## config.mk

```make
export PLATFORM = sky130hd
export DESIGN_NAME = url_percent_normalizer
export DESIGN_NICKNAME = d
export VERILOG_FILES = /design/src/upn_pkg.sv /design/src/upn_fifo.sv /design/src/upn_front.sv /design/src/upn_escape.sv /design/src/upn_emit.sv /design/src/url_percent_normalizer.sv
export SDC_FILE = /design/constraint.sdc
export NUM_CORES = 1
export LEC_CHECK = 0
export BUFFER_PORTS_ARGS = -buffer_cell sky130_fd_sc_hd__buf_2
export CAP_MARGIN = 10
export CORE_ASPECT_RATIO = 0.8
export CORE_UTILIZATION = 35
export CTS_BUF_LIST = sky130_fd_sc_hd__clkbuf_8 sky130_fd_sc_hd__clkbuf_16
export DETAILED_ROUTE_END_ITERATION = 6
export GPL_TIMING_DRIVEN = 0
export MAX_ROUTING_LAYER = met4
export PLACE_DENSITY = 0.62
export SLEW_MARGIN = 20
export SYNTH_ARGS = -nofsm -noshare
export SYNTH_HDL_FRONTEND = slang
export SYNTH_SLANG_ARGS = --single-unit
```

## constraint.sdc

```tcl
create_clock -name clk -period 6.3 [get_ports clk]
set_clock_uncertainty 0.15 [all_clocks]
set_input_delay 1.575 -clock clk [delete_from_list [all_inputs] [get_ports clk]]
set_output_delay 1.575 -clock clk [all_outputs]
set_load 0.05 [all_outputs]
```

## src/upn_pkg.sv

```systemverilog
// Shared types, character constants and helper functions of the URL percent normalizer.
// No dependencies; every other file of the block but upn_fifo imports this package.
package upn_pkg;

	// Character and mask constants
	localparam logic [7:0] CH_PCT  = 8'h25;
	localparam logic [7:0] CH_DEL  = 8'h7F;
	localparam logic [7:0] CH_NUL  = 8'h00;
	localparam logic [7:0] HI_MASK = 8'hF0;
	localparam logic [7:0] LO_MASK = 8'h0F;

	// Record slot layout: decoded bytes, segment flush, passed mark, terminator
	localparam int N_SLOTS    = 8;
	localparam int N_DEC      = 5;
	localparam int SLOT_FLUSH = 5;
	localparam int SLOT_PASS  = 6;
	localparam int SLOT_TERM  = 7;
	localparam int N_UNITS    = 3;

	// Default queue depths
	localparam int TOK_DEPTH_DEF = 2;
	localparam int OUT_DEPTH_DEF = 2;

	// Work record of one input byte, written by the front
	typedef struct packed {
		logic [N_SLOTS-1:0]      vld;
		logic [N_SLOTS-1:0][7:0] byt;
	} upn_rec_t;

	// Output unit: a byte, sent as-is or through the escape rule
	typedef struct packed {
		logic [7:0] byt;
		logic       esc;
		logic       last;
	} upn_unit_t;

	// Group of units produced by one record slot
	typedef struct packed {
		logic [1:0]                n;
		upn_unit_t [N_UNITS-1:0]   u;
	} upn_grp_t;

	// Result item
	typedef struct packed {
		logic [7:0] byt;
		logic       last;
	} upn_out_t;

	function automatic logic is_digit(input logic [7:0] c);
		return (c >= 8'h30) && (c <= 8'h39);
	endfunction

	function automatic logic is_hex(input logic [7:0] c);
		return is_digit(c) || ((c >= 8'h41) && (c <= 8'h46)) ||
			((c >= 8'h61) && (c <= 8'h66));
	endfunction

	// Value of a hex digit, either case
	function automatic logic [3:0] hex_val(input logic [7:0] c);
		logic [3:0] v;
		if (is_digit(c)) begin
			v = c[3:0];
		end else begin
			v = c[3:0] + 4'd9;
		end
		return v;
	endfunction

	// Upper-case hex digit of a nibble
	function automatic logic [7:0] hex_char(input logic [3:0] v);
		logic [7:0] c;
		if (v < 4'd10) begin
			c = 8'h30 + {4'h0, v};
		end else begin
			c = 8'h37 + {4'h0, v};
		end
		return c;
	endfunction

	// Mark and reserved characters that split segments
	function automatic logic is_mark(input logic [7:0] c);
		logic m;
		unique case (c)
			8'h2D, 8'h5F, 8'h2E, 8'h21, 8'h7E, 8'h2A, 8'h27, 8'h28, 8'h29, 8'h3B,
			8'h2F, 8'h3F, 8'h3A, 8'h40, 8'h26, 8'h3D, 8'h2B, 8'h24, 8'h2C: begin
				m = 1'b1;
			end
			default: begin
				m = 1'b0;
			end
		endcase
		return m;
	endfunction

	// Bytes that pass the escape rule unchanged
	function automatic logic is_plain(input logic [7:0] c);
		return is_digit(c) || ((c >= 8'h41) && (c <= 8'h5A)) ||
			((c >= 8'h61) && (c <= 8'h7A)) || (c >= CH_DEL);
	endfunction

endpackage

```

## src/upn_fifo.sv

```systemverilog
// Small register queue with push/full and pop/empty sides.
// Generic; no package dependency.
module upn_fifo #(
	parameter int WIDTH = 8,
	parameter int DEPTH = 2
) (
	input  logic             clk,
	input  logic             arst_n,
	input  logic [WIDTH-1:0] wr_data,
	input  logic             push,
	output logic             full,
	output logic [WIDTH-1:0] rd_data,
	input  logic             pop,
	output logic             empty
);
	localparam int AW = (DEPTH > 1) ? $clog2(DEPTH) : 1;
	localparam int CW = $clog2(DEPTH + 1);

	logic [WIDTH-1:0] mem_q [DEPTH];
	logic [AW-1:0]    wp_q;
	logic [AW-1:0]    rp_q;
	logic [CW-1:0]    cnt_q;
	logic             wr;
	logic             rd;

	assign full    = (cnt_q == CW'(DEPTH));
	assign empty   = (cnt_q == '0);
	assign wr      = push && !full;
	assign rd      = pop && !empty;
	assign rd_data = mem_q[rp_q];

	// Storage
	always_ff @(posedge clk) begin
		if (wr) begin
			mem_q[wp_q] <= wr_data;
		end
	end

	// Pointers and fill count
	always_ff @(posedge clk or negedge arst_n) begin
		if (!arst_n) begin
			wp_q  <= '0;
			rp_q  <= '0;
			cnt_q <= '0;
		end else begin
			if (wr) begin
				wp_q <= (wp_q == AW'(DEPTH - 1)) ? '0 : wp_q + 1'b1;
			end
			if (rd) begin
				rp_q <= (rp_q == AW'(DEPTH - 1)) ? '0 : rp_q + 1'b1;
			end
			if (wr && !rd) begin
				cnt_q <= cnt_q + 1'b1;
			end else if (rd && !wr) begin
				cnt_q <= cnt_q - 1'b1;
			end
		end
	end

endmodule

```

## src/upn_front.sv

```systemverilog
// Front: classifies each input byte, percent-decodes its segment and writes its work record
// when any slot is valid. Depends on upn_pkg.
module upn_front (
	input  logic              clk,
	input  logic              arst_n,
	input  logic [7:0]        in_byte,
	input  logic              in_last,
	input  logic              push,
	output logic              full,
	output upn_pkg::upn_rec_t rec,
	output logic              rec_push,
	input  logic              rec_full
);
	import upn_pkg::*;

	logic [1:0]            rc_q;
	logic [7:0]            h1_q;
	logic                  cut_q;
	logic                  acc;
	logic                  mark;
	logic                  end_seg;
	logic [1:0]            rc_a;
	logic [7:0]            h1_a;
	logic [N_DEC-1:0]      cand_v;
	logic [N_DEC-1:0][7:0] cand_b;
	logic                  cut;

	assign full     = rec_full;
	assign acc      = push && !rec_full;
	assign rec_push = acc && (rec.vld != '0);

	// Decode: raw hold update and candidate decoded bytes
	always_comb begin
		mark    = is_mark(in_byte);
		end_seg = mark || in_last;
		rc_a    = rc_q;
		h1_a    = h1_q;
		cand_v  = '0;
		cand_b  = '0;
		if (!mark) begin
			unique case (rc_q)
				2'd0: begin
					if (in_byte == CH_PCT) begin
						rc_a = 2'd1;
					end else begin
						cand_v[0] = 1'b1;
						cand_b[0] = in_byte;
					end
				end
				2'd1: begin
					h1_a = in_byte;
					rc_a = 2'd2;
				end
				default: begin
					if (is_hex(h1_q) && is_hex(in_byte)) begin
						cand_v[0] = 1'b1;
						cand_b[0] = {hex_val(h1_q), hex_val(in_byte)};
						rc_a      = 2'd0;
					end else begin
						// invalid escape: literal '%', rescan the held byte and this one
						cand_v[0] = 1'b1;
						cand_b[0] = CH_PCT;
						if (h1_q == CH_PCT) begin
							rc_a = 2'd2;
							h1_a = in_byte;
						end else begin
							cand_v[1] = 1'b1;
							cand_b[1] = h1_q;
							if (in_byte == CH_PCT) begin
								rc_a = 2'd1;
							end else begin
								cand_v[2] = 1'b1;
								cand_b[2] = in_byte;
								rc_a      = 2'd0;
							end
						end
					end
				end
			endcase
		end
		// short escape at segment end is kept literally
		if (end_seg) begin
			if (rc_a != 2'd0) begin
				cand_v[3] = 1'b1;
				cand_b[3] = CH_PCT;
			end
			if (rc_a == 2'd2) begin
				cand_v[4] = 1'b1;
				cand_b[4] = h1_a;
			end
		end
	end

	// Record build with segment cut after a decoded zero
	always_comb begin
		cut     = cut_q;
		rec.vld = '0;
		rec.byt = '0;
		for (int i = 0; i < N_DEC; i++) begin
			rec.byt[i] = cand_b[i];
			if (cand_v[i] && !cut) begin
				rec.vld[i] = 1'b1;
				if (cand_b[i] == CH_NUL) begin
					cut = 1'b1;
				end
			end
		end
		rec.vld[SLOT_FLUSH] = end_seg;
		rec.byt[SLOT_FLUSH] = CH_NUL;
		rec.vld[SLOT_PASS]  = mark;
		rec.byt[SLOT_PASS]  = in_byte;
		rec.vld[SLOT_TERM]  = in_last;
		rec.byt[SLOT_TERM]  = CH_NUL;
	end

	// Decoder state; a segment end empties the raw hold
	always_ff @(posedge clk or negedge arst_n) begin
		if (!arst_n) begin
			rc_q  <= 2'd0;
			h1_q  <= '0;
			cut_q <= 1'b0;
		end else if (acc) begin
			if (in_last) begin
				rc_q  <= 2'd0;
				cut_q <= 1'b0;
			end else begin
				rc_q  <= end_seg ? 2'd0 : rc_a;
				h1_q  <= h1_a;
				cut_q <= end_seg ? 1'b0 : cut;
			end
		end
	end

endmodule

```

## src/upn_escape.sv

```systemverilog
// Back, first part: walks the slots of each work record and runs the re-escape lookahead.
// Depends on upn_pkg; produces unit groups for upn_emit.
module upn_escape (
	input  logic              clk,
	input  logic              arst_n,
	input  upn_pkg::upn_rec_t rec,
	input  logic              rec_empty,
	output logic              rec_pop,
	output upn_pkg::upn_grp_t grp,
	output logic              grp_push,
	input  logic              grp_ready
);
	import upn_pkg::*;

	localparam int SW = $clog2(N_SLOTS);

	logic [N_SLOTS-1:0] done_q;
	logic [1:0]         cnt_q;
	logic [7:0]         h1_q;
	logic [N_SLOTS-1:0] pend;
	logic [N_SLOTS-1:0] sel_oh;
	logic [SW-1:0]      sel;
	logic               any;
	logic               last_one;
	logic               fire;
	logic [7:0]         d;
	logic [1:0]         cnt_n;
	logic [7:0]         h1_n;

	// Lowest pending slot of the head record
	always_comb begin
		pend = rec_empty ? '0 : (rec.vld & ~done_q);
		sel  = '0;
		for (int i = N_SLOTS - 1; i >= 0; i--) begin
			if (pend[i]) begin
				sel = SW'(i);
			end
		end
		sel_oh      = '0;
		sel_oh[sel] = 1'b1;
		any         = (pend != '0);
		last_one    = ((pend & ~sel_oh) == '0);
		d           = rec.byt[sel];
	end

	// Escape lookahead on the selected slot
	always_comb begin
		grp   = '0;
		cnt_n = cnt_q;
		h1_n  = h1_q;
		if (sel == SW'(SLOT_TERM)) begin
			grp.n      = 2'd1;
			grp.u[0]   = '{byt: CH_NUL, esc: 1'b0, last: 1'b1};
		end else if (sel == SW'(SLOT_PASS)) begin
			grp.n      = 2'd1;
			grp.u[0]   = '{byt: d, esc: 1'b0, last: 1'b0};
		end else if (d == CH_NUL) begin
			// flush held escape bytes
			grp.n    = cnt_q;
			grp.u[0] = '{byt: CH_PCT, esc: 1'b1, last: 1'b0};
			grp.u[1] = '{byt: h1_q, esc: 1'b1, last: 1'b0};
			cnt_n    = 2'd0;
		end else begin
			unique case (cnt_q)
				2'd0: begin
					if (d == CH_PCT) begin
						cnt_n = 2'd1;
					end else begin
						grp.n    = 2'd1;
						grp.u[0] = '{byt: d, esc: 1'b1, last: 1'b0};
					end
				end
				2'd1: begin
					h1_n  = d;
					cnt_n = 2'd2;
				end
				default: begin
					// a valid "%hh" keeps its '%', otherwise it becomes "%25"
					grp.u[0] = '{byt: CH_PCT, esc: !(is_hex(h1_q) && is_hex(d)), last: 1'b0};
					if (h1_q == CH_PCT) begin
						grp.n = 2'd1;
						h1_n  = d;
						cnt_n = 2'd2;
					end else begin
						grp.u[1] = '{byt: h1_q, esc: 1'b1, last: 1'b0};
						if (d == CH_PCT) begin
							grp.n = 2'd2;
							cnt_n = 2'd1;
						end else begin
							grp.n    = 2'd3;
							grp.u[2] = '{byt: d, esc: 1'b1, last: 1'b0};
							cnt_n    = 2'd0;
						end
					end
				end
			endcase
		end
	end

	assign fire     = any && ((grp.n == 2'd0) || grp_ready);
	assign grp_push = fire && (grp.n != 2'd0);
	assign rec_pop  = fire && last_one;

	// Slot progress and escape state
	always_ff @(posedge clk or negedge arst_n) begin
		if (!arst_n) begin
			done_q <= '0;
			cnt_q  <= 2'd0;
			h1_q   <= '0;
		end else if (fire) begin
			done_q <= last_one ? '0 : (done_q | sel_oh);
			cnt_q  <= cnt_n;
			h1_q   <= h1_n;
		end
	end

endmodule

```

## src/upn_emit.sv

```systemverilog
// Back, second part: expands unit groups into result bytes, one byte per cycle
// while the result queue has room. Depends on upn_pkg; feeds the result queue.
module upn_emit (
	input  logic              clk,
	input  logic              arst_n,
	input  upn_pkg::upn_grp_t grp,
	input  logic              grp_push,
	output logic              grp_ready,
	output upn_pkg::upn_out_t obyte,
	output logic              o_push,
	input  logic              o_full
);
	import upn_pkg::*;

	logic       busy_q;
	upn_grp_t   grp_q;
	logic [1:0] ui_q;
	logic [1:0] ph_q;
	upn_unit_t  u;
	logic       expand;
	logic       step;
	logic       unit_end;
	logic       grp_end;
	logic [7:0] hi_bits;
	logic [7:0] lo_bits;

	// Current output byte
	always_comb begin
		u       = grp_q.u[ui_q];
		expand  = u.esc && !is_plain(u.byt);
		hi_bits = u.byt & HI_MASK;
		lo_bits = u.byt & LO_MASK;
		obyte.last = u.last;
		if (!expand) begin
			obyte.byt = u.byt;
		end else begin
			unique case (ph_q)
				2'd0:    obyte.byt = CH_PCT;
				2'd1:    obyte.byt = hex_char(hi_bits[7:4]);
				default: obyte.byt = hex_char(lo_bits[3:0]);
			endcase
		end
	end

	assign step      = busy_q && !o_full;
	assign unit_end  = !expand || (ph_q == 2'd2);
	assign grp_end   = unit_end && (ui_q == (grp_q.n - 2'd1));
	assign grp_ready = !busy_q || (step && grp_end);
	assign o_push    = step;

	// Group register and byte position
	always_ff @(posedge clk or negedge arst_n) begin
		if (!arst_n) begin
			busy_q <= 1'b0;
			grp_q  <= '0;
			ui_q   <= 2'd0;
			ph_q   <= 2'd0;
		end else if (grp_push) begin
			busy_q <= 1'b1;
			grp_q  <= grp;
			ui_q   <= 2'd0;
			ph_q   <= 2'd0;
		end else if (step) begin
			if (grp_end) begin
				busy_q <= 1'b0;
			end else if (unit_end) begin
				ui_q <= ui_q + 2'd1;
				ph_q <= 2'd0;
			end else begin
				ph_q <= ph_q + 2'd1;
			end
		end
	end

endmodule

```

## src/url_percent_normalizer.sv

```systemverilog
// Top level of the URL percent normalizer: front decoder, record queue, escaper, emitter, result queue.
// Depends on upn_pkg, upn_fifo, upn_front, upn_escape and upn_emit.
//
// Bytes of a URL go in one per transfer and come out normalized: mark and reserved characters
// pass and split segments, each segment is percent-decoded and re-escaped with upper-case hex,
// and the byte marked last is followed by a zero terminator with out_last set. The front takes
// one input per cycle into a record queue of TOK_DEPTH entries while that queue is not full, so
// it can accept new bytes while the back still works on earlier records. The back walks the
// decoded bytes, flush, mark and terminator of each record in order, and the emitter writes one
// result byte per cycle into a result queue of OUT_DEPTH entries while that queue has room.
module url_percent_normalizer #(
	parameter int TOK_DEPTH = upn_pkg::TOK_DEPTH_DEF,
	parameter int OUT_DEPTH = upn_pkg::OUT_DEPTH_DEF
) (
	input  logic       clk,
	input  logic       arst_n,
	input  logic [7:0] in_byte,
	input  logic       in_last,
	input  logic       push,
	output logic       full,
	output logic [7:0] out_byte,
	output logic       out_last,
	output logic       empty,
	input  logic       pop
);
	import upn_pkg::*;

	upn_rec_t                 rec_w;
	logic                     rec_push;
	logic                     rec_full;
	logic [$bits(upn_rec_t)-1:0] rec_rd;
	upn_rec_t                 rec_head;
	logic                     rec_pop;
	logic                     rec_empty;
	upn_grp_t                 grp;
	logic                     grp_push;
	logic                     grp_ready;
	upn_out_t                 obyte;
	logic                     o_push;
	logic                     o_full;
	logic [$bits(upn_out_t)-1:0] out_rd;
	upn_out_t                 out_head;

	// Front: decode and classify
	upn_front u_front (
		.clk      (clk),
		.arst_n   (arst_n),
		.in_byte  (in_byte),
		.in_last  (in_last),
		.push     (push),
		.full     (full),
		.rec      (rec_w),
		.rec_push (rec_push),
		.rec_full (rec_full)
	);

	// Record queue between front and back
	upn_fifo #(
		.WIDTH ($bits(upn_rec_t)),
		.DEPTH (TOK_DEPTH)
	) u_rec_q (
		.clk     (clk),
		.arst_n  (arst_n),
		.wr_data (rec_w),
		.push    (rec_push),
		.full    (rec_full),
		.rd_data (rec_rd),
		.pop     (rec_pop),
		.empty   (rec_empty)
	);

	assign rec_head = upn_rec_t'(rec_rd);

	// Back: re-escape lookahead
	upn_escape u_escape (
		.clk       (clk),
		.arst_n    (arst_n),
		.rec       (rec_head),
		.rec_empty (rec_empty),
		.rec_pop   (rec_pop),
		.grp       (grp),
		.grp_push  (grp_push),
		.grp_ready (grp_ready)
	);

	// Back: byte expansion
	upn_emit u_emit (
		.clk       (clk),
		.arst_n    (arst_n),
		.grp       (grp),
		.grp_push  (grp_push),
		.grp_ready (grp_ready),
		.obyte     (obyte),
		.o_push    (o_push),
		.o_full    (o_full)
	);

	// Result queue
	upn_fifo #(
		.WIDTH ($bits(upn_out_t)),
		.DEPTH (OUT_DEPTH)
	) u_out_q (
		.clk     (clk),
		.arst_n  (arst_n),
		.wr_data (obyte),
		.push    (o_push),
		.full    (o_full),
		.rd_data (out_rd),
		.pop     (pop),
		.empty   (empty)
	);

	assign out_head = upn_out_t'(out_rd);
	assign out_byte = out_head.byt;
	assign out_last = out_head.last;

endmodule
```

* After elaboration in Yosys (flattened, before gate mapping)
Memory sizes are Yosys's and may differ from the RTL's.
Index checks and enable logic that the tools add are counted.
** Operators by class
- Order comparisons :: 36
- Equal/unequal tests :: 35
- Mux-type cells :: 118
- Add/sub/neg operators :: 17
- Reductions and logical operators :: 104
- Bitwise gates (word level) :: 10
** Operators with widths (count)
- $eq A8 B6 Y1 const B :: 20
- $mux W8 :: 13
- $mux W20 :: 5
- $ge A8 B7 Y1 const B :: 11
- $le A8 B7 Y1 const B :: 10
- $mux W16 :: 4
- $pmux W8 S2 :: 4
- $mux W2 :: 29
- $logic_not A8 Y1 :: 7
- $mux W10 :: 5
- $ge A8 B6 Y1 const B :: 5
- $le A8 B6 Y1 const B :: 5
- $logic_and A1 B1 Y1 :: 40
- $mux W1 :: 37
- $add A6 B4 Y7 const A :: 4
- $mux W3 :: 9
- $bmux W8 S3 :: 1
- $eq A8 B7 Y1 const B :: 3
- $mux W24 :: 1
- $bmux W10 S2 :: 1
- $pmux W10 S2 :: 1
- $reduce_or A19 Y1 :: 1
- $logic_not A1 Y1 :: 17
- $and A8 B8 Y8 :: 2
- 31 further kinds :: 85
** Word-level totals
- Output and inout bits :: 11
- RAM bits :: 130
- Memories kept :: 2
- Bits in registers :: 74
- Logic and storage cells :: 347
** Memories
- u_rec_q.mem_q :: words 2, bits a word 56, read ports 1, clocked after memory_dff 0, write ports 1, line upn_fifo.sv:19 : logic [WIDTH-1:0] mem_q [DEPTH];
- u_out_q.mem_q :: words 2, bits a word 9, read ports 1, clocked after memory_dff 0, write ports 1, line upn_fifo.sv:19

* Logic depth before layout (Yosys ltp)
Gate-level depths: netlist of run 1.
- Depth after elaboration :: 30
- Mapped depth :: 19

* Hierarchy
A second synthesis of run 1 with hierarchy kept.
** Second synthesis, totals
- Cell total of the unflattened synthesis :: 1079
- Area, all modules :: 13422.9 sq um
** By module, submodules not included
- upn_fifo at u_rec_q :: seq. area each 4424.2 sq um, times used 1, cells each 243, area each 5741.8 sq um
- upn_escape :: seq. area each 450.4 sq um, times used 1, cells each 311, area each 2389.8 sq um
- upn_emit :: seq. area each 925.9 sq um, times used 1, cells each 207, area each 2337.2 sq um
- upn_front :: seq. area each 275.3 sq um, times used 1, cells each 271, area each 2108.3 sq um
- upn_fifo at u_out_q :: seq. area each 640.6 sq um, times used 1, cells each 47, area each 845.8 sq um

* Worst setup path after synthesis of run 1
No wires, ideal clock.
- Path kind :: input port to flip-flop
- Start :: input in_byte[5]
- End :: memory u_rec_q.mem_q[0][0] in the netlist's numbering (enable)
- Arrival time :: 5167 ps
- Data required time :: 5694 ps
- Stages :: 9
- Path buffers :: 2
- Slack :: 527 ps
- Cell sequence :: clkbuf_1 nor3b_1 a21boi_0 a32oi_1 o221ai_1 or2_2 clkbuf_1 o21bai_1 nor2_1
** RTL lines
- start, declared :: line url_percent_normalizer.sv:17 : input logic [7:0] in_byte,
- end, declared :: line upn_fifo.sv:19

* Final worst setup path of run 1
- Start :: register u_emit.ui_q[0]
- End :: register u_rec_q.cnt_q[1]
** Between the ends
- Longest elaborated chain between the ends :: 21
** RTL lines
- start, declared :: line upn_emit.sv:17 : logic [1:0] ui_q;
- start signal, assigned :: line upn_emit.sv:67 : ui_q <= ui_q + 2'd1;
- $bmux W10 S2 :: line upn_emit.sv:29 : u = grp_q.u[ui_q];
- $mux W10 (implied by the code) :: line upn_emit.sv:29
- $ge A8 B6 Y1 (tied with other cells) :: line upn_pkg.sv:50 : return (c >= 8'h30) && (c <= 8'h39);
- $logic_and A1 B1 Y1 (on tied branches) :: line upn_pkg.sv:50, upn_pkg.sv:97
- $logic_or A1 B1 Y1 (2 in series) :: line upn_pkg.sv:97 : return is_digit(c) || ((c >= 8'h41) && (c <= 8'h5A)) ||
- $logic_or A1 B1 Y1 :: line upn_pkg.sv:98 : ((c >= 8'h61) && (c <= 8'h7A)) || (c >= CH_DEL);
- $logic_not A1 Y1 :: line upn_emit.sv:30 : expand = u.esc && !is_plain(u.byt);
- $logic_and A1 B1 Y1 :: line upn_emit.sv:30
- [4 not listed]
- $logic_or A1 B1 Y1 * :: line upn_emit.sv:48 : assign grp_ready = !busy_q || (step && grp_end);
- $logic_or A1 B1 Y1 * :: line upn_escape.sv:100 : assign fire = any && ((grp.n == 2'd0) || grp_ready);
- $logic_and A1 B1 Y1 * :: line upn_escape.sv:100
- $logic_and A1 B1 Y1 * :: line upn_escape.sv:102 : assign rec_pop = fire && last_one;
- $logic_and A1 B1 Y1 * :: line upn_fifo.sv:29 : assign rd = pop && !empty;
- $logic_not A1 Y1 :: line upn_fifo.sv:52 : if (wr && !rd) begin
- $logic_and A1 B1 Y1 :: line upn_fifo.sv:52
- $mux W2 or $reduce_bool A2 Y1 (tied branches)
- end signal, assigned :: line upn_fifo.sv:53 : cnt_q <= cnt_q + 1'b1;
- end signal, assigned :: line upn_fifo.sv:55 : cnt_q <= cnt_q - 1'b1;
- end, declared :: line upn_fifo.sv:22 : logic [CW-1:0] cnt_q;
Mark *: on every way between the ends. The rest lies on a longest branch, timed or not. The select of a mux whose other input is x is not followed.
A chain may end at the register's enable or synchronous reset.

==> results.ini, run 1 <==
[clocking]
cts-htree-levels = 4
cts-root-to-sink-buffers = 2
total_clock_buffers_created_by_cts = 17
worstSkewPairLatency_ns = 0.45
cts_num_sinks = 188
clock_tree_from_tritoncts = built
path_clk_slew_ns = 0.08
cts_hold_repair.buffers = 0
post_cts_setup_driven_buffer_insertion_count = 0
postCtsResizedCells = 0
cts_root_buffer = clkbuf_16

[grt]
vias_in_the_first_global_route = 7217
grt.overflow.total = 0
grt_antenna_before_repair = 0
grt_util_overall = 0.192
maximum_number_of_pins_on_one_net_before_global_route_repair = 50
grt_first_pass_wirelength_mm = 41.8

[pwr]
combPwrFrac = 0.560
sequential_group_share_of_total_power = 0.280
power_report.internal_total_mw = 3.56
vdd.ir_drop.worst_mv = 0.388
switching_component_of_the_power_mw = 3.22
power_per_cell_area_mw_per_mm2 = 595
share_of_power_burned_in_the_clock_network = 0.161
net_sw_frac = 0.475
power.leakage_nw = 4.42

[layout]
antenna_cells = 0
num-fill-cells = 2737
syn2layout_area_growth_pct = 12.2
design_area_mm2 = 0.0114
multi_input_comb_area_mm2 = 0.00451
finish.utilization = 0.401
ff_latch_area_mm2 = 0.00529
finish.cell_count_without_fillers = 1350
post_route_cells_drive_above_1_share = 0.129
num-nets-final = 1002

[place]
worst_slack_at_placement_ns = 0.755
gp_congestion = 0.936
placed_area_mm2 = 0.0108
port_buffers = 23
placed_cells = 1318
hpwlAfterDp_mm = 19.2

[logic_synthesis]
synthesis.area_per_instance_um2 = 11.0
synth.area.top_cells = edfxtp_1 (34%), dfrtp_1 (18%), mux2i_1 (5.8%)
yosysUniqueCellTypes = 82
asyncSetResetFlopFracSynth = 0.383
synth_flop_cell = edfxtp_1
ys_top_cells_by_count = edfxtp_1 (116), nor2_1 (78), o21ai_0 (74)
post-synth-top-area-fraction = 0.343
synthesis.yosys.warnings = 0
synth_sequential_area_ratio = 0.521
synth_area_mm2 = 0.0102
syn-instance-count = 922
synth_largest_area_cell = edfxtp_1
synth_enable_flop_cells = 116
yosys.cell_count.top_type = edfxtp_1
syn_nets = 957
yosys_register_bits = 188

[critical_path]
worstRegToRegCells = 18
worst-path-max-fanout = 10
critPathArrivalTime_ns = 5.78
critical-path-slowest-cell = o21ai_0
criticalPathCategory = reg2reg
end_kind = flip-flop
critical-path-max-stage-delay_ns = 0.60
cpLargestDelayFamily = compound AO/OA/AOI/OAI gates
critical_path_depth = 18
cp_data_required_time_ns = 6.52
crit_path_start_kind = flip-flop
worst-path-buf-inv = 4
crit_chain = buf_2 -> buf_1 -> mux2i_1 -> o2bb2ai_1 -> inv_1 -> ha_1 -> or4b_2 -> a21boi_0 -> a311o_1 -> a41oi_1 -> nor2_1 -> o21ai_0 -> clkbuf_1 -> o211ai_4 -> ha_1 -> xor2_1 -> nor2_1 -> xnor2_1

[routing]
route.detailed.drc = 16
wl_mm = 26.9
viasPerCell = 5.68
met2_length_mm = 11.5
wirelength_met1_mm = 13.3
route.met3.wl_mm = 1.81
first_pass_iters = 7
detail_route.iter0.violations = 891
highest-signal-layer = met4
avgRoutedWirePerCell_um = 20.0
vias = 7666
final_antenna_net_count = 0

[floorplan]
initial_core_util = 0.357
core_area_mm2 = 0.0284
die_y_um = 154
row_count = 55
chipWidth_um = 192
top_level_ports = 24
design.die.area_mm2 = 0.0297

[status]
run_status = finished, violations left
failed_checks = design-rule violations

[sta]
max_slew_margin = 0.277
clock.fmax_mhz = 180
timing.final.hold_violations = 0
grt_setup_unrepaired = no
final_max_slew_viol_count = 0
final.min_clock_period_ns = 5.56
finalCritPeriodShare = 0.883
timing.final.ws_setup_ns = 0.737
worst-slew-pin-transition_ns = 1.08
setup_viol_count_final = 0

[flow_run]
cap_viol_max_count = 0

[worst_hold_path]
worst_hold_path.num_cells = 1
min-delay-path-class = reg2reg

[placed cells by master, fill, tap and decap left out, types with 8 or more instances in the layout]
cell type and n:
a211oi_1 14, a21oi_1 43, and2_1 12, and3_1 14, buf_2 33, clkbuf_1 28, clkbuf_16 17, dfrtp_1 72
edfxtp_1 116, ha_1 22, inv_1 41, mux2_2 26, mux2i_1 59, nand2_1 49, nand3_1 13, nor2_1 77
nor2b_1 8, nor3_1 19, o21a_1 14, o21ai_0 74, o21bai_1 10, o22ai_1 8, o41ai_1 20, xnor2_1 12
[logic make-up after synthesis]
family / synth area share
mux: 0.0898
simple gates: 0.113
compound gates: 0.198
xor+xnor: 0.0147
flops: 0.521
fa+ha+maj: 0.0281
buf+inv: 0.0366
[worst reg2reg max path: stages, from the launching register on]
cell and delay [ns]:
dfrtp_1 0.32, buf_2 0.19, buf_1 0.51, mux2i_1 0.16
o2bb2ai_1 0.49, inv_1 0.17, ha_1 0.29, or4b_2 0.24
a21boi_0 0.08, a311o_1 0.34, a41oi_1 0.45, nor2_1 0.13
o21ai_0 0.60, clkbuf_1 0.48, o211ai_4 0.23, ha_1 0.26
xor2_1 0.14, nor2_1 0.12, xnor2_1 0.13
[layer usage]
layer	vias to the layer above	global-route usage
met1	3761	0.283
met3	23	0.0420
met4	0	0.0484
li1	3598	-
met5	-	-
met2	284	0.265
[registers in the layout, summed over array words and instances (netlist names), 2 cells and up]
| name | cells |
|---|---|
| u_escape.done_q | 8 |
| u_emit.grp_q | 30 |
| u_emit.ph_q | 2 |
| u_front.h1_q | 8 |
| u_rec_q.cnt_q | 2 |
| u_out_q.mem_q | 18 |
| u_escape.cnt_q | 2 |
| u_out_q.cnt_q | 2 |
| u_escape.h1_q | 8 |
| u_emit.ui_q | 2 |
| u_front.rc_q | 2 |
| u_rec_q.mem_q | 98 |
[final timing paths]
kind | startpoint | end | slack, ns
min in group asynchronous | arst_n | u_out_q.rp_q$_DFFE_PN0P_ | 0.91
worst min-delay path | u_out_q.wp_q$_DFFE_PN0P_ | u_out_q.wp_q$_DFFE_PN0P_ | 0.35
worst max-delay path | u_emit.ui_q[0]$_DFFE_PN0P_ | u_rec_q.cnt_q[1]$_DFFE_PN0P_ | 0.74
worst max register to register | u_emit.ui_q[0]$_DFFE_PN0P_ | u_rec_q.cnt_q[1]$_DFFE_PN0P_ | 0.74
worst min register to register | u_out_q.wp_q$_DFFE_PN0P_ | u_out_q.wp_q$_DFFE_PN0P_ | 0.35
max in group asynchronous | arst_n | u_front.h1_q[5]$_DFFE_PN0P_ | 4.48
[power by group through the flow]
stage          clock network, mW  logic (mW)  registers, mW
2_1_floorplan                  0        2.73           1.88
3_3_place_gp                   0        3.65           1.92
3_5_place_dp                   0        3.73           1.92
4_1_cts                     1.10        3.75           1.89
5_1_grt                     1.15        4.13           1.93
6_report                    1.09        3.79           1.89
[final cells by class]
type | count | area share
repair buffers | 26 | 0.0163
flip-flops and latches | 188 | 0.464
inverters | 41 | 0.0135
plain buffers | 48 | 0.0191
clock inverters | 15 | 0.0136
clock buffers | 17 | 0.0373
well taps | 370 | 0.0406
multi-input cells | 645 | 0.396
[metrics by stage]
stage          total power [mW]  TNS (ns)  hold WS, ns
6_report                   6.78         0        0.347
4_1_cts                    6.75         0        0.349
3_3_place_gp               5.57    -98.96        0.326
5_1_grt                    7.21         0        0.367
2_1_floorplan              4.61         0        0.308
3_5_place_dp               5.65         0        0.339
(Power assumes the default switching activity.)
==> inputs of run 2 (changes only) <==
--- a/config.mk
+++ b/config.mk
@@ -7,7 +7,7 @@
 export LEC_CHECK = 0
 export BUFFER_PORTS_ARGS = -buffer_cell sky130_fd_sc_hd__buf_2
 export CAP_MARGIN = 10
-export CORE_ASPECT_RATIO = 0.8
+export CORE_ASPECT_RATIO = 1.25
 export CORE_UTILIZATION = 35
 export CTS_BUF_LIST = sky130_fd_sc_hd__clkbuf_8 sky130_fd_sc_hd__clkbuf_16
 export DETAILED_ROUTE_END_ITERATION = 6
==> run 2 against run 1 <==
Effect of this change:
- the run now ends clean
- worst setup slack worse by 0.0015 ns
- final cell count down 1.1%
- die area unchanged
==> results.ini, run 2 (synthesized netlist as in run 1, its figures left out) <==
[sta]
clock.fmax_mhz = 180
final_max_slew_viol_count = 0
timing.final.hold_violations = 0
max_slew_margin = 0.296
final.min_clock_period_ns = 5.56
timing.final.ws_setup_ns = 0.736
setup_viol_count_final = 0
whs_ns = 0.347
worst-slew-pin-transition_ns = 1.05
finalCritPeriodShare = 0.883
setup_total_negative_slack_ns = 0
grt_setup_unrepaired = no

[layout]
layout_top_registers = u_rec_q.mem_q x98, u_emit.grp_q x30, u_out_q.mem_q x18
num-nets-final = 1002
finish.utilization = 0.400
top_register = u_rec_q.mem_q
largest_register_ff_count = 98
layout.cells.most_common_list = edfxtp_1 (116), nor2_1 (77), o21ai_0 (74)
syn2layout_area_growth_pct = 12.2
post_route_cells_drive_above_1_share = 0.127
antenna_cells = 0
finish.cell_count_without_fillers = 1335
design_area_mm2 = 0.0114
layout.cells.most_common = edfxtp_1

[floorplan]
row_count = 69
initial_core_util = 0.356
core_area_mm2 = 0.0285
die_y_um = 192
top_level_ports = 24
chipWidth_um = 154
design.die.area_mm2 = 0.0297

[place]
worst_slack_at_placement_ns = 0.713
placed_area_mm2 = 0.0108
hpwlAfterDp_mm = 19.6
gp_congestion = 0.946
placed_cells = 1303
port_buffers = 23

[clocking]
cts_num_sinks = 188
cts_hold_repair.buffers = 0
total_clock_buffers_created_by_cts = 17
clock_tree_from_tritoncts = built
worstSkewPairLatency_ns = 0.44
cts-root-to-sink-buffers = 2
postCtsResizedCells = 0
cts-htree-levels = 4
post_cts_setup_driven_buffer_insertion_count = 0
cts_root_buffer = clkbuf_16
path_clk_slew_ns = 0.07

[critical_path]
critical-path-slowest-cell = o21ai_0
critPathArrivalTime_ns = 5.77
r2r_setup_slack_ns = 0.74
worst-path-max-fanout = 10
critical-path-max-stage-delay_ns = 0.54
worst-path-buf-inv = 4
cp_data_required_time_ns = 6.50
cpLargestDelayFamily = compound AO/OA/AOI/OAI gates
criticalPathCategory = reg2reg
crit_path_start_kind = flip-flop
end_kind = flip-flop
crit_chain = buf_2 -> buf_1 -> mux2i_1 -> o2bb2ai_1 -> inv_1 -> ha_1 -> or4b_2 -> a21boi_0 -> a311o_1 -> a41oi_1 -> nor2_1 -> o21ai_0 -> clkbuf_1 -> o211ai_4 -> ha_1 -> xor2_1 -> nor2_1 -> xnor2_1

[routing]
wl_mm = 26.4
route.detailed.drc = 0
final_antenna_net_count = 0
avgRoutedWirePerCell_um = 19.8
detail_route.iter0.violations = 530
vias = 7522
first_pass_iters = 5
viasPerCell = 5.63

[grt]
grt.overflow.total = 0
grt_antenna_before_repair = 0
vias_in_the_first_global_route = 7494
maximum_number_of_pins_on_one_net_before_global_route_repair = 57
grt_first_pass_wirelength_mm = 41.6
grt_util_overall = 0.189

[pwr]
power.leakage_nw = 4.43
p_total_mw = 6.72
power_per_cell_area_mw_per_mm2 = 590
vdd.ir_drop.worst_mv = 0.411

[worst_hold_path]
min-delay-path-class = reg2reg

[status]
run_status = finished clean

[flow_run]
cap_viol_max_count = 0

## run 2: cell type report
type	instances	area (um^2)
Multi-Input combinational cell	645	4510
Sequential cell	188	5290
Fill cell	2833	17100
Buffer	48	218
Inverter	41	154
Clock buffer	18	439
Timing Repair Buffer	26	200
Tap cell	355	444
Clock inverter	14	139
## run 2: worst paths after layout
path,startpoint,end,cells past startpoint
max,u_emit.ui_q[0]$_DFFE_PN0P_,u_rec_q.cnt_q[1]$_DFFE_PN0P_,18
min,u_escape.done_q[3]$_DFFE_PN0N_,u_escape.done_q[3]$_DFFE_PN0N_,1
max reg2reg,u_emit.ui_q[0]$_DFFE_PN0P_,u_rec_q.cnt_q[1]$_DFFE_PN0P_,18
min reg2reg,u_escape.done_q[3]$_DFFE_PN0N_,u_escape.done_q[3]$_DFFE_PN0N_,1
max in group asynchronous,arst_n,u_escape.done_q[7]$_DFFE_PN0N_,2
min in group asynchronous,arst_n,u_front.h1_q[7]$_DFFE_PN0P_,1
## run 2: layer usage
layer | global-route usage | part of all wire
met1 | 0.208 | 0.41
met4 | 0.0815 | 0.034
met2 | 0.338 | 0.52
met5 | - | 0
met3 | 0.0330 | 0.038
## run 2: power breakdown
group	total, mW	internal [mW]	switching, mW	leakage, nW
Combinational	3.78	1.26	2.52	2.13
Clock	1.05	0.564	0.485	0.283
Sequential	1.89	1.75	0.145	2.02
